**config.mk**
```make
export PLATFORM = sky130hd
export DESIGN_NAME = ct5_out_fifo
export DESIGN_NICKNAME = d
export VERILOG_FILES = /design/src/rtl/core/census_transform_5x5_assert.svh /design/src/rtl/core/ct5_pkg.sv /design/src/rtl/core/ct5_out_fifo.sv
export SDC_FILE = /design/constraint.sdc
export NUM_CORES = 1
export LEC_CHECK = 0
export ABC_AREA = 1
export BUFFER_PORTS_ARGS = -buffer_cell sky130_fd_sc_hd__buf_2
export CAP_MARGIN = 15
export CORE_UTILIZATION = 61
export DETAILED_ROUTE_END_ITERATION = 16
export GPL_ROUTABILITY_DRIVEN = 0
export HOLD_SLACK_MARGIN = 0.1
export PLACE_DENSITY = 0.84
export SYNTH_ARGS = -nofsm -noshare
export SYNTH_HDL_FRONTEND = slang
export SYNTH_SLANG_ARGS = --single-unit
```
**constraint.sdc**
```tcl
create_clock -name clock -period 4.3 [get_ports clock]
set_input_delay 0.215 -clock clock [delete_from_list [all_inputs] [get_ports clock]]
set_output_delay 0.215 -clock clock [all_outputs]
set_load 0.01 [all_outputs]
```
**src/rtl/core/census_transform_5x5_assert.svh**
```systemverilog
// Assertion macros shared by the census transform RTL.
// Depends on nothing; included inside module bodies after the logic.
`ifndef CENSUS_TRANSFORM_5X5_ASSERT_SVH
`define CENSUS_TRANSFORM_5X5_ASSERT_SVH

// Check that an expression holds at every clock edge out of reset.
`define CT5_ASSERT_ALWAYS(label, clk, rst, expr, msg) \
   label: assert property (@(posedge clk) disable iff (rst) (expr)) else $error(msg);

// Check that a condition is followed by another in the next cycle.
`define CT5_ASSERT_NEXT(label, clk, rst, ante, cons, msg) \
   label: assert property (@(posedge clk) disable iff (rst) (ante) |=> (cons)) \
      else $error(msg);

`endif

```
**src/rtl/core/ct5_pkg.sv**
```systemverilog
// Package for the 5x5 census transform: widths, defaults, register indexes, types.
// No dependencies; imported by every module of the block.
package ct5_pkg;

   // Fixed field widths
   localparam int PIX_W          = 8;
   localparam int DESC_W         = 24;
   localparam int IMAGE_WIDTH_W  = 11;
   localparam int IMAGE_HEIGHT_W = 13;
   localparam int CSR_DATA_W     = 13;
   localparam int CSR_INDEX_W    = 1;

   // Register indexes
   localparam logic [CSR_INDEX_W-1:0] CSR_IMAGE_WIDTH  = 1'd0;
   localparam logic [CSR_INDEX_W-1:0] CSR_IMAGE_HEIGHT = 1'd1;

   // Register reset values and the smallest size in use
   localparam logic [IMAGE_WIDTH_W-1:0]  IMAGE_WIDTH_RST  = 11'd640;
   localparam logic [IMAGE_HEIGHT_W-1:0] IMAGE_HEIGHT_RST = 13'd480;
   localparam int MIN_SIZE = 5;

   // Parameter defaults
   localparam int MAX_WIDTH_DEF  = 1024;
   localparam int MAX_HEIGHT_DEF = 4096;
   localparam int RADIUS_DEF     = 2;

   // Result queue depth (power of two)
   localparam int OUT_DEPTH = 4;
   localparam int OUT_PTR_W = $clog2(OUT_DEPTH);
   localparam int OUT_CNT_W = $clog2(OUT_DEPTH + 1);

   // Per-word control carried down the pipeline
   typedef struct packed {
      logic valid;
      logic emit;
      logic frame_end;
   } ctl_type;

endpackage

```
**src/rtl/core/ct5_out_fifo.sv**
```systemverilog
// Result queue of the census transform: small register queue ahead of the rsp port.
// Depends on ct5_pkg. Level is reported back for the input credit check.
module ct5_out_fifo #(
   parameter int ROW_W = 12,
   parameter int COL_W = 10
) (
   input  logic                              clock,
   input  logic                              reset,
   input  logic                              push,
   input  logic [ct5_pkg::DESC_W-1:0]        push_descriptor,
   input  logic [ROW_W-1:0]                  push_row,
   input  logic [COL_W-1:0]                  push_col,
   input  logic                              push_frame_end,
   output logic [ct5_pkg::OUT_CNT_W-1:0]     level,
   output logic                              rsp_valid,
   input  logic                              rsp_stall,
   output logic [ct5_pkg::DESC_W-1:0]        rsp_descriptor,
   output logic [ROW_W-1:0]                  rsp_center_row,
   output logic [COL_W-1:0]                  rsp_center_col,
   output logic                              rsp_frame_end
);
   import ct5_pkg::*;

   localparam int ENTRY_W = DESC_W + ROW_W + COL_W + 1;

   logic [ENTRY_W-1:0]   entry_ff [OUT_DEPTH];
   logic [OUT_PTR_W-1:0] head_ff;
   logic [OUT_PTR_W-1:0] tail_ff;
   logic [OUT_CNT_W-1:0] level_ff;
   logic                 pop;

   assign pop       = rsp_valid && !rsp_stall;
   assign rsp_valid = (level_ff != '0);
   assign level     = level_ff;
   assign {rsp_descriptor, rsp_center_row, rsp_center_col, rsp_frame_end} = entry_ff[head_ff];

   // Pointers and level
   always_ff @(posedge clock) begin
      if (reset) begin
         head_ff  <= '0;
         tail_ff  <= '0;
         level_ff <= '0;
      end else begin
         if (push) begin
            tail_ff <= tail_ff + 1'b1;
         end
         if (pop) begin
            head_ff <= head_ff + 1'b1;
         end
         if (push && !pop) begin
            level_ff <= level_ff + 1'b1;
         end else if (pop && !push) begin
            level_ff <= level_ff - 1'b1;
         end
      end
   end

   // Store a word at the tail
   always_ff @(posedge clock) begin
      if (push) begin
         entry_ff[tail_ff] <= {push_descriptor, push_row, push_col, push_frame_end};
      end
   end

endmodule

```
==> summary.txt <==
Place
  • Placed inst area: 0.00838 mm^2
  • DP Worst Slack: 1.99 ns
  • Post-DP HPWL: 8260 um
  • Port bufs: 101

Timing
  • Worst relative slew slack: 0.244
  • Final Hold Viols: 0
  • Tcrit/Tclk final: 0.634
  • Crit path time final: 2.73 ns
  • Final setup fails: 0
  • Unrepaired setup endpoints after global routing: false
  • Final Max Tran Viols: 0
  • Setup TNS: 0 ns
  • Max Clk Rate: 0.367 GHz
  • Clk_skew: 0.00520 ns
  • Final worst setup slack: 1.57 ns
  • Least-Margin Pin Slew: 1.13 ns

Logic synthesis
  • Synth warn: 0
  • Syn Area/Cell: 15.2 um^2
  • Yosys cell types: 23
  • Syn_nets: 574
  • Post-synth top area cell: edfxtp_1
  • Cells after Synth: 517
  • Sequential cell area fraction in the yosys report: 0.743
  • Yosys top cell area share: 0.720
  • Flop and latch count out of synthesis: 197
  • Post-Syn Area: 0.00784 mm^2
  • Largest cells by area after synthesis: edfxtp_1 (72%), o21ai_0 (5.4%), o22ai_2 (4.3%)

Global route
  • First-pass GRT wire length: 23500 um
  • Vias in the first global route: 4775
  • GRT overflow: 0
  • Antenna violations before repair: 0
  • Total track usage: 0.242
  • Largest net degree at the start of global routing: 95

Critical path
  • Critical path class: flop to output port
  • Worst path required time: 4.09 ns
  • Worst Setup Start Kind: flop
  • CP Max Fanout: 48
  • Worst setup EP type: output port
  • WP data arrival: 2.51 ns
  • Worst r2r src: tail_ff[1]$_SDFFE_PP0P_

Pwr
  • Leakage: 3.30 nW
  • VDD IR-drop max: 373 uV
  • Pwr Density: 517 mW/mm^2

Route
  • DRC viols: 0
  • Post-route ant nets: 0
  • Mean routed wirelength per cell: 17.9 um
  • Starting DRT DRC Count: 392
  • Vias: 4663
  • DR pass1 iterations: 5
  • Vias/cell: 5.52
  • Routed WL: 15100 um

Min path
  • Worst Hold Class: primary input to flop
  • HP Start: rsp_stall

Cells and area
  • Area of the multi-input gates: 0.00172 mm^2
  • Layout Utilization: 0.747
  • Commonest non-fill, non-tap cells in the layout: edfxtp_1 (188), buf_2 (101), o21ai_0 (84)
  • Fill cell count: 726
  • Fin area: 0.00939 mm^2
  • Synth-to-layout area growth: 19.7%
  • Layout cells sized above 1: 0.293
  • Nets@finish: 718
  • Most common cell after layout, fill and taps aside: edfxtp_1
  • Reg area: 0.00583 mm^2
  • N_diodes: 0

CTS
  • Clk_lat worst skew: 0.42 ns
  • H-tree depth: 4
  • CTS root buf: clkbuf_16
  • Reg clk slew, reported paths: 0.06 ns
  • Clock Sinks: 197
  • Bufs on Longest Clock Path: 2
  • TritonCTS Buffers: 17
  • CTS tree: yes

Floorplanning
  • Effective utilization at floorplan: 0.624
  • Num ports: 102
  • Std cell rows: 41
  • Placeable Area: 0.0126 mm^2
  • Die H: 115 um
  • Die area: 0.0133 mm^2
  • Die W: 115 um

Run
  • Max-cap viol count: 0

Status
  • Status: finished clean
[where the power goes]
part | total (mW) | leakage (nW) | switching (mW) | internal [mW]
clock | 1.41 | 0.243 | 0.627 | 0.778
sequential | 2.27 | 1.80 | 0.0627 | 2.21
combinational | 1.18 | 1.26 | 0.749 | 0.430
total | 4.86 | 3.30 | 1.44 | 3.42
[critical path, cell delays in order (launching register included)]
cell	delay (ns)
dfxtp_2	0.91
inv_2	0.59
o21ai_0	0.28
o22ai_2	0.12
buf_2	0.15
[layer usage]
metal / vias up / wire, um / global-route usage
met5: - / 0 / 0
met2: 142 / 8040 / 0.416
met4: 0 / 274 / 0.106
met3: 26 / 718 / 0.0606
li1: 2207 / - / -
met1: 2288 / 6100 / 0.292
[worst paths after layout]
kind | slack, ns | endpoint | cells past startpoint
setup / recovery | 1.57 | rsp_descriptor[13] | 4
hold / removal | 0.13 | flop | 4
setup reg to reg | 2.41 | entry_ff[1][14]$_DFFE_PP_ | 4
hold reg to reg | 0.49 | flop | 2
[cell usage after synthesis, drive strengths merged]
| library cell | n |
|---|---|
| a21oi | 5 |
| ha | 5 |
| nor2 | 101 |
| fa | 1 |
| xor2 | 1 |
| dfxtp | 9 |
| o21ai | 97 |
| inv | 17 |
| o22ai | 47 |
| buf | 20 |
| edfxtp | 188 |
| nand4 | 1 |
| nand3 | 2 |
| nand2 | 13 |
| clkbuf | 10 |
[what timing repair did]
| item | in CTS | in global routing |
|---|---|---|
| hold endpoints to repair | 189 | 0 |
| resized for setup | 0 | 0 |
| hold buffers | 48 | 0 |
| setup buffers | 0 | 0 |
[metrics by stage]
stage	hold WS, ns	power, mW	cells
detailed placement	0.399	3.46	766
global route	0.141	5.08	845
floorplan	0.287	3.12	517
CTS	0.116	4.87	845
finish	0.134	4.86	845
global placement	0.388	3.40	766
[final cells by class]
class	instances	share of cell area
clock buffers	18	0.0457
repair buffers	155	0.110
clock inverters	13	0.00987
well taps	172	0.0229
inverters	17	0.00707
flip-flops and latches	197	0.621
multi-input cells	273	0.184
[flip-flops by register name, summed over array words and instances (netlist names), named ones only]
| name | flops |
|---|---|
| level | 3 |
| head_ff | 2 |
| entry_ff | 188 |
| tail_ff | 2 |
[kinds of logic (layout without fill, tap and decap cells)]
logic type	count (synthesis)	in the layout	synth area share
flip-flops	197	197	0.743
AO/OA/AOI/OAI	149	149	0.126
AND/OR/NAND/NOR	117	117	0.0825
buffers and inverters	47	203	0.0369
adder cells (fa/ha/maj)	6	6	0.0105
XOR/XNOR	1	1	0.00112
No activity file was read; power rests on OpenSTA's default activity.
