$ cat src/rtl/core/census_transform_5x5_assert.svh
// Assertion macros shared by the census transform RTL.
// Depends on nothing; included inside module bodies after the logic.
`ifndef CENSUS_TRANSFORM_5X5_ASSERT_SVH
`define CENSUS_TRANSFORM_5X5_ASSERT_SVH

// Check that an expression holds at every clock edge out of reset.
`define CT5_ASSERT_ALWAYS(label, clk, rst, expr, msg) \
   label: assert property (@(posedge clk) disable iff (rst) (expr)) else $error(msg);

// Check that a condition is followed by another in the next cycle.
`define CT5_ASSERT_NEXT(label, clk, rst, ante, cons, msg) \
   label: assert property (@(posedge clk) disable iff (rst) (ante) |=> (cons)) \
      else $error(msg);

`endif

$ cat src/rtl/core/ct5_pkg.sv
// Package for the 5x5 census transform: widths, defaults, register indexes, types.
// No dependencies; imported by every module of the block.
package ct5_pkg;

   // Fixed field widths
   localparam int PIX_W          = 8;
   localparam int DESC_W         = 24;
   localparam int IMAGE_WIDTH_W  = 11;
   localparam int IMAGE_HEIGHT_W = 13;
   localparam int CSR_DATA_W     = 13;
   localparam int CSR_INDEX_W    = 1;

   // Register indexes
   localparam logic [CSR_INDEX_W-1:0] CSR_IMAGE_WIDTH  = 1'd0;
   localparam logic [CSR_INDEX_W-1:0] CSR_IMAGE_HEIGHT = 1'd1;

   // Register reset values and the smallest size in use
   localparam logic [IMAGE_WIDTH_W-1:0]  IMAGE_WIDTH_RST  = 11'd640;
   localparam logic [IMAGE_HEIGHT_W-1:0] IMAGE_HEIGHT_RST = 13'd480;
   localparam int MIN_SIZE = 5;

   // Parameter defaults
   localparam int MAX_WIDTH_DEF  = 1024;
   localparam int MAX_HEIGHT_DEF = 4096;
   localparam int RADIUS_DEF     = 2;

   // Result queue depth (power of two)
   localparam int OUT_DEPTH = 4;
   localparam int OUT_PTR_W = $clog2(OUT_DEPTH);
   localparam int OUT_CNT_W = $clog2(OUT_DEPTH + 1);

   // Per-word control carried down the pipeline
   typedef struct packed {
      logic valid;
      logic emit;
      logic frame_end;
   } ctl_type;

endpackage

$ cat src/rtl/core/ct5_window.sv
// Census window of the 5x5 transform: shift register of columns and the comparators.
// Depends on ct5_pkg. Descriptor is combinational from the window registers.
module ct5_window #(
   parameter int RADIUS = ct5_pkg::RADIUS_DEF
) (
   input  logic                                       clock,
   input  logic                                       shift_en,
   input  logic [(2*RADIUS+1)*ct5_pkg::PIX_W-1:0]     column,
   output logic [ct5_pkg::DESC_W-1:0]                 descriptor
);
   import ct5_pkg::*;

   localparam int WIN   = 2 * RADIUS + 1;
   localparam int NBITS = WIN * WIN - 1;
   localparam int CPOS  = RADIUS * WIN + RADIUS;

   logic [PIX_W-1:0]        win_ff [WIN][WIN];
   logic [PIX_W-1:0]        center;
   logic [NBITS-1:0]        bits;
   logic [NBITS+DESC_W-1:0] bits_ext;

   // Shift the window left, newest column on the right
   always_ff @(posedge clock) begin
      if (shift_en) begin
         for (int r = 0; r < WIN; r++) begin
            for (int c = 0; c < WIN - 1; c++) begin
               win_ff[r][c] <= win_ff[r][c+1];
            end
            win_ff[r][WIN-1] <= column[r*PIX_W +: PIX_W];
         end
      end
   end

   assign center = win_ff[RADIUS][RADIUS];

   // Compare every neighbor with the center, raster order, center skipped
   for (genvar r = 0; r < WIN; r++) begin : g_row
      for (genvar c = 0; c < WIN; c++) begin : g_col
         localparam int POS = r * WIN + c;
         if (POS != CPOS) begin : g_cmp
            localparam int BIT = (POS > CPOS) ? POS - 1 : POS;
            assign bits[BIT] = (win_ff[r][c] > center);
         end
      end
   end

   // Fit the census bits to the descriptor width
   assign bits_ext   = {{DESC_W{1'b0}}, bits};
   assign descriptor = bits_ext[DESC_W-1:0];

endmodule

$ cat config.mk
export PLATFORM = sky130hd
export DESIGN_NAME = ct5_window
export DESIGN_NICKNAME = d
export VERILOG_FILES = /design/src/rtl/core/census_transform_5x5_assert.svh /design/src/rtl/core/ct5_pkg.sv /design/src/rtl/core/ct5_window.sv
export SDC_FILE = /design/constraint.sdc
export NUM_CORES = 1
export LEC_CHECK = 0
export BUFFER_PORTS_ARGS = -buffer_cell sky130_fd_sc_hd__buf_2
export CAP_MARGIN = 20
export CORE_AREA = 2 2 116 174
export DETAILED_ROUTE_END_ITERATION = 12
export DIE_AREA = 0 0 118 176
export GPL_TIMING_DRIVEN = 0
export PLACE_DENSITY_LB_ADDON = 0.1
export RECOVER_POWER = 25
export SLEW_MARGIN = 20
export SYNTH_ARGS = -nofsm -noshare
export SYNTH_HDL_FRONTEND = slang
export SYNTH_SLANG_ARGS = --single-unit
$ cat constraint.sdc
create_clock -name clock -period 1.55 [get_ports clock]
set_input_delay 0.0775 -clock clock [delete_from_list [all_inputs] [get_ports clock]]
set_output_delay 0.0775 -clock clock [all_outputs]
set_load 0.01 [all_outputs]
==> summary.txt <==
CTS
  – H-tree levels: 4
  – Root buffer cell: clkbuf_16
  – Later-pin clock latency in the skew report: 0.45 ns
  – Total CTS buffers: 17
  – Worst-path clk slew: 0.07 ns
  – CTS tree: built
  – CTS Buffer Depth: 2
  – # clock sinks: 200

Layout
  – Reg with most FFs: win_ff
  – Total Nets Final: 1090
  – Share of cells above drive strength 1: 0.379
  – Max FFs per register: 200
  – Area Overhead vs Synth: 31.1%
  – Biggest regs: win_ff (200)
  – Util after Layout: 0.715
  – Final instance area: 13700 um2
  – N_diodes: 0

Global route
  – Antenna violations before repair: 0
  – Grt ovf: 0
  – Vias in the first global route: 6977
  – First-pass GRT wire length: 35300 um
  – All-Layer GR Usage: 0.225
  – Largest net degree at the start of global routing: 110

Power
  – Flop pwr share: 0.490
  – LEAKAGE: 5.12 nW
  – Combinational group share of total power: 0.189
  – Switch share: 0.267
  – Clk pwr share: 0.321
  – Peak supply drop: 0.000851 V
  – Pwr/cell area: 986 nW/um2
  – Internal power: 9.90 mW
  – P_sw: 3.61 mW

Drt
  – Initial drt markers: 314
  – Residual DRC: 0
  – Routed vias: 6562
  – DRT Wirelength: 22900 um
  – Routed wire length per instance: 20.4 um
  – Final ANT Viol Nets: 0
  – Pre-antenna DRT Iters: 4
  – Via density: 5.83

Floorplan
  – Die height: 176 um
  – Chip Width: 118 um
  – Starting Density: 0.545
  – Die footprint: 20800 um2
  – Core area: 19200 um2
  – Io pins: 66
  – Num rows: 62

Synth
  – EDFF count, synth: 200
  – Synth cell types: 11
  – #FFs+latches synth: 200
  – Most frequent cells after synthesis: 200 x edfxtp_1, 192 x ha_1, 72 x a21oi_1, 48 x nand4_1, 31 x inv_1
  – Synth area leaders: edfxtp_1 57%, ha_1 23%, a21oi_1 3.4%, nor2b_4 3.2%, nand4_1 2.9%
  – Top-count cell post-synth: edfxtp_1
  – Yosys warnings: 0
  – Syn_nets: 921
  – Post-synth ARST share: 0
  – Yosys top cell area share: 0.575
  – Synth area leader: edfxtp_1
  – Most used DFF post-synth: edfxtp_1
  – Avg Inst Size Synth: 15.2 um2
  – Syn Inst Count: 687
  – Register area share after synthesis: 0.575
  – Post-synth design cell area: 10400 um2

Min path
  – Min-Delay Endpoint: win_ff[0][7]
  – Min-Delay Startpoint: column[7]
  – Worst min-delay path class: input port to register
  – Worst Hold Path Cells: 2

STA
  – Clock Skews: 0.00636 ns
  – Final Hold Vio Count: 0
  – Fin Setup TNS: -17.63 ns
  – Final setup violation count: 24
  – Worst slew margin: 0.146
  – Post-layout min period: 2.36 ns
  – RSZ-0062 raised after global routing: true
  – Final period utilization: 1.52
  – Worst Slack Setup Final: -0.808 ns
  – Slew Viols, Final: 0
  – Worst-Margin Slew: 1.28 ns
  – Max Clk Rate: 0.424 GHz

Job
  – MaxCap Viol Count: 0

Critical path
  – Register-to-Register Setup Slack: 0.48 ns
  – Critical path launch point type: register
  – CP arrival: 2.28 ns
  – R2r startpoint: win_ff[2][16]
  – Crit path required time: 1.47 ns
  – R2R depth: 1
  – Crit path kind: register to output pin
  – Crit end category: output pin
  – R2r endpoint: win_ff[2][24]
  – CP startpoint: win_ff[2][22]
  – Crit-path max FO: 5

Placed design
  – Post-DP HPWL: 12800 um
  – Placer Congestion: 0.756
  – Post-DP Area: 11200 um2
  – Worst Setup Slack post-DPL: -0.854 ns
  – PortBufs: 65

Outcome
  – Failing checks: setup timing
  – Outcome: complete, but fails checks
==> per-layer routing <==
layer  vias to the layer above  track usage  share of wire
met5                         -            0              0
met4                         0       0.0758          0.026
met3                        32       0.0410          0.036
met2                       139        0.419           0.55
met1                      3259        0.259           0.39
li1                       3132            -              -
==> cell usage in the layout, fill, tap and decap left out, drive strengths merged, types with 25 or more instances in the layout <==
master         n
a21oi         96
buf           96
clkbuf        25
dlygate4sd3   40
edfxtp       200
ha           192
inv           30
nand4         48
==> layout make-up <==
type                       count  area [um2]
clock inverter                15         144
sequential                   200        6010
tap                          256         320
fill                        1237        5470
inverter                      31         143
clock buffer                  17         425
timing repair inverter         6        45.0
multi-input combinational    456        5370
timing repair buffer         144        1240
==> worst max-delay path: stages, from the launching register on <==
cell,delay (ns)
edfxtp_1,0.42
clkinvlp_4,0.22
buf_12,0.20
ha_1,0.30
nand2_1,0.06
o21ai_0,0.25
o22a_1,0.23
buf_2,0.15
==> power by group through the flow <==
stage	combinational [mW]	sequential (mW)	clock, mW
CTS	2.34	6.58	4.40
detailed placement	1.88	6.67	0
global placement	1.73	6.68	0
finish	2.55	6.62	4.34
global route	2.82	6.65	4.62
floorplan	1.26	6.60	0
==> stage by stage <==
| step | power, mW | cells | hold WS, ns |
|---|---|---|---|
| after detailed placement | 8.54 | 1012 | 0.256 |
| after global placement | 8.41 | 1008 | 0.253 |
| final | 13.5 | 1125 | 0.334 |
| after CTS | 13.3 | 1121 | 0.166 |
| after floorplan | 7.86 | 687 | 0.176 |
| after global routing | 14.1 | 1125 | 0.327 |
==> worst max path at each step <==
stage / end / cells past startpoint
after floorplan: descriptor[12] / 6
after global placement: win_ff[2][33] / 1
after detailed placement: descriptor[16] / 6
after CTS: descriptor[19] / 7
after global routing: descriptor[19] / 7
final: descriptor[19] / 7
==> kinds of logic after synthesis <==
| kind of cell | Yosys count | share of synthesized area |
|---|---|---|
| adder cells (fa/ha/maj) | 192 | 0.230 |
| AO/OA/AOI/OAI | 168 | 0.115 |
| AND/OR/NAND/NOR | 96 | 0.0690 |
| flip-flops | 200 | 0.575 |
| buffers and inverters | 31 | 0.0111 |
==> timing repair <==
action	CTS	global route
resized for setup	94	68
hold buffers	40	0
cloned	9	0
endpoints found under the setup margin	24	24
pin swaps	7	34
setup buffers	28	4
hold endpoints to repair	40	0
Note: power is estimated with default switching activity, not from simulation.
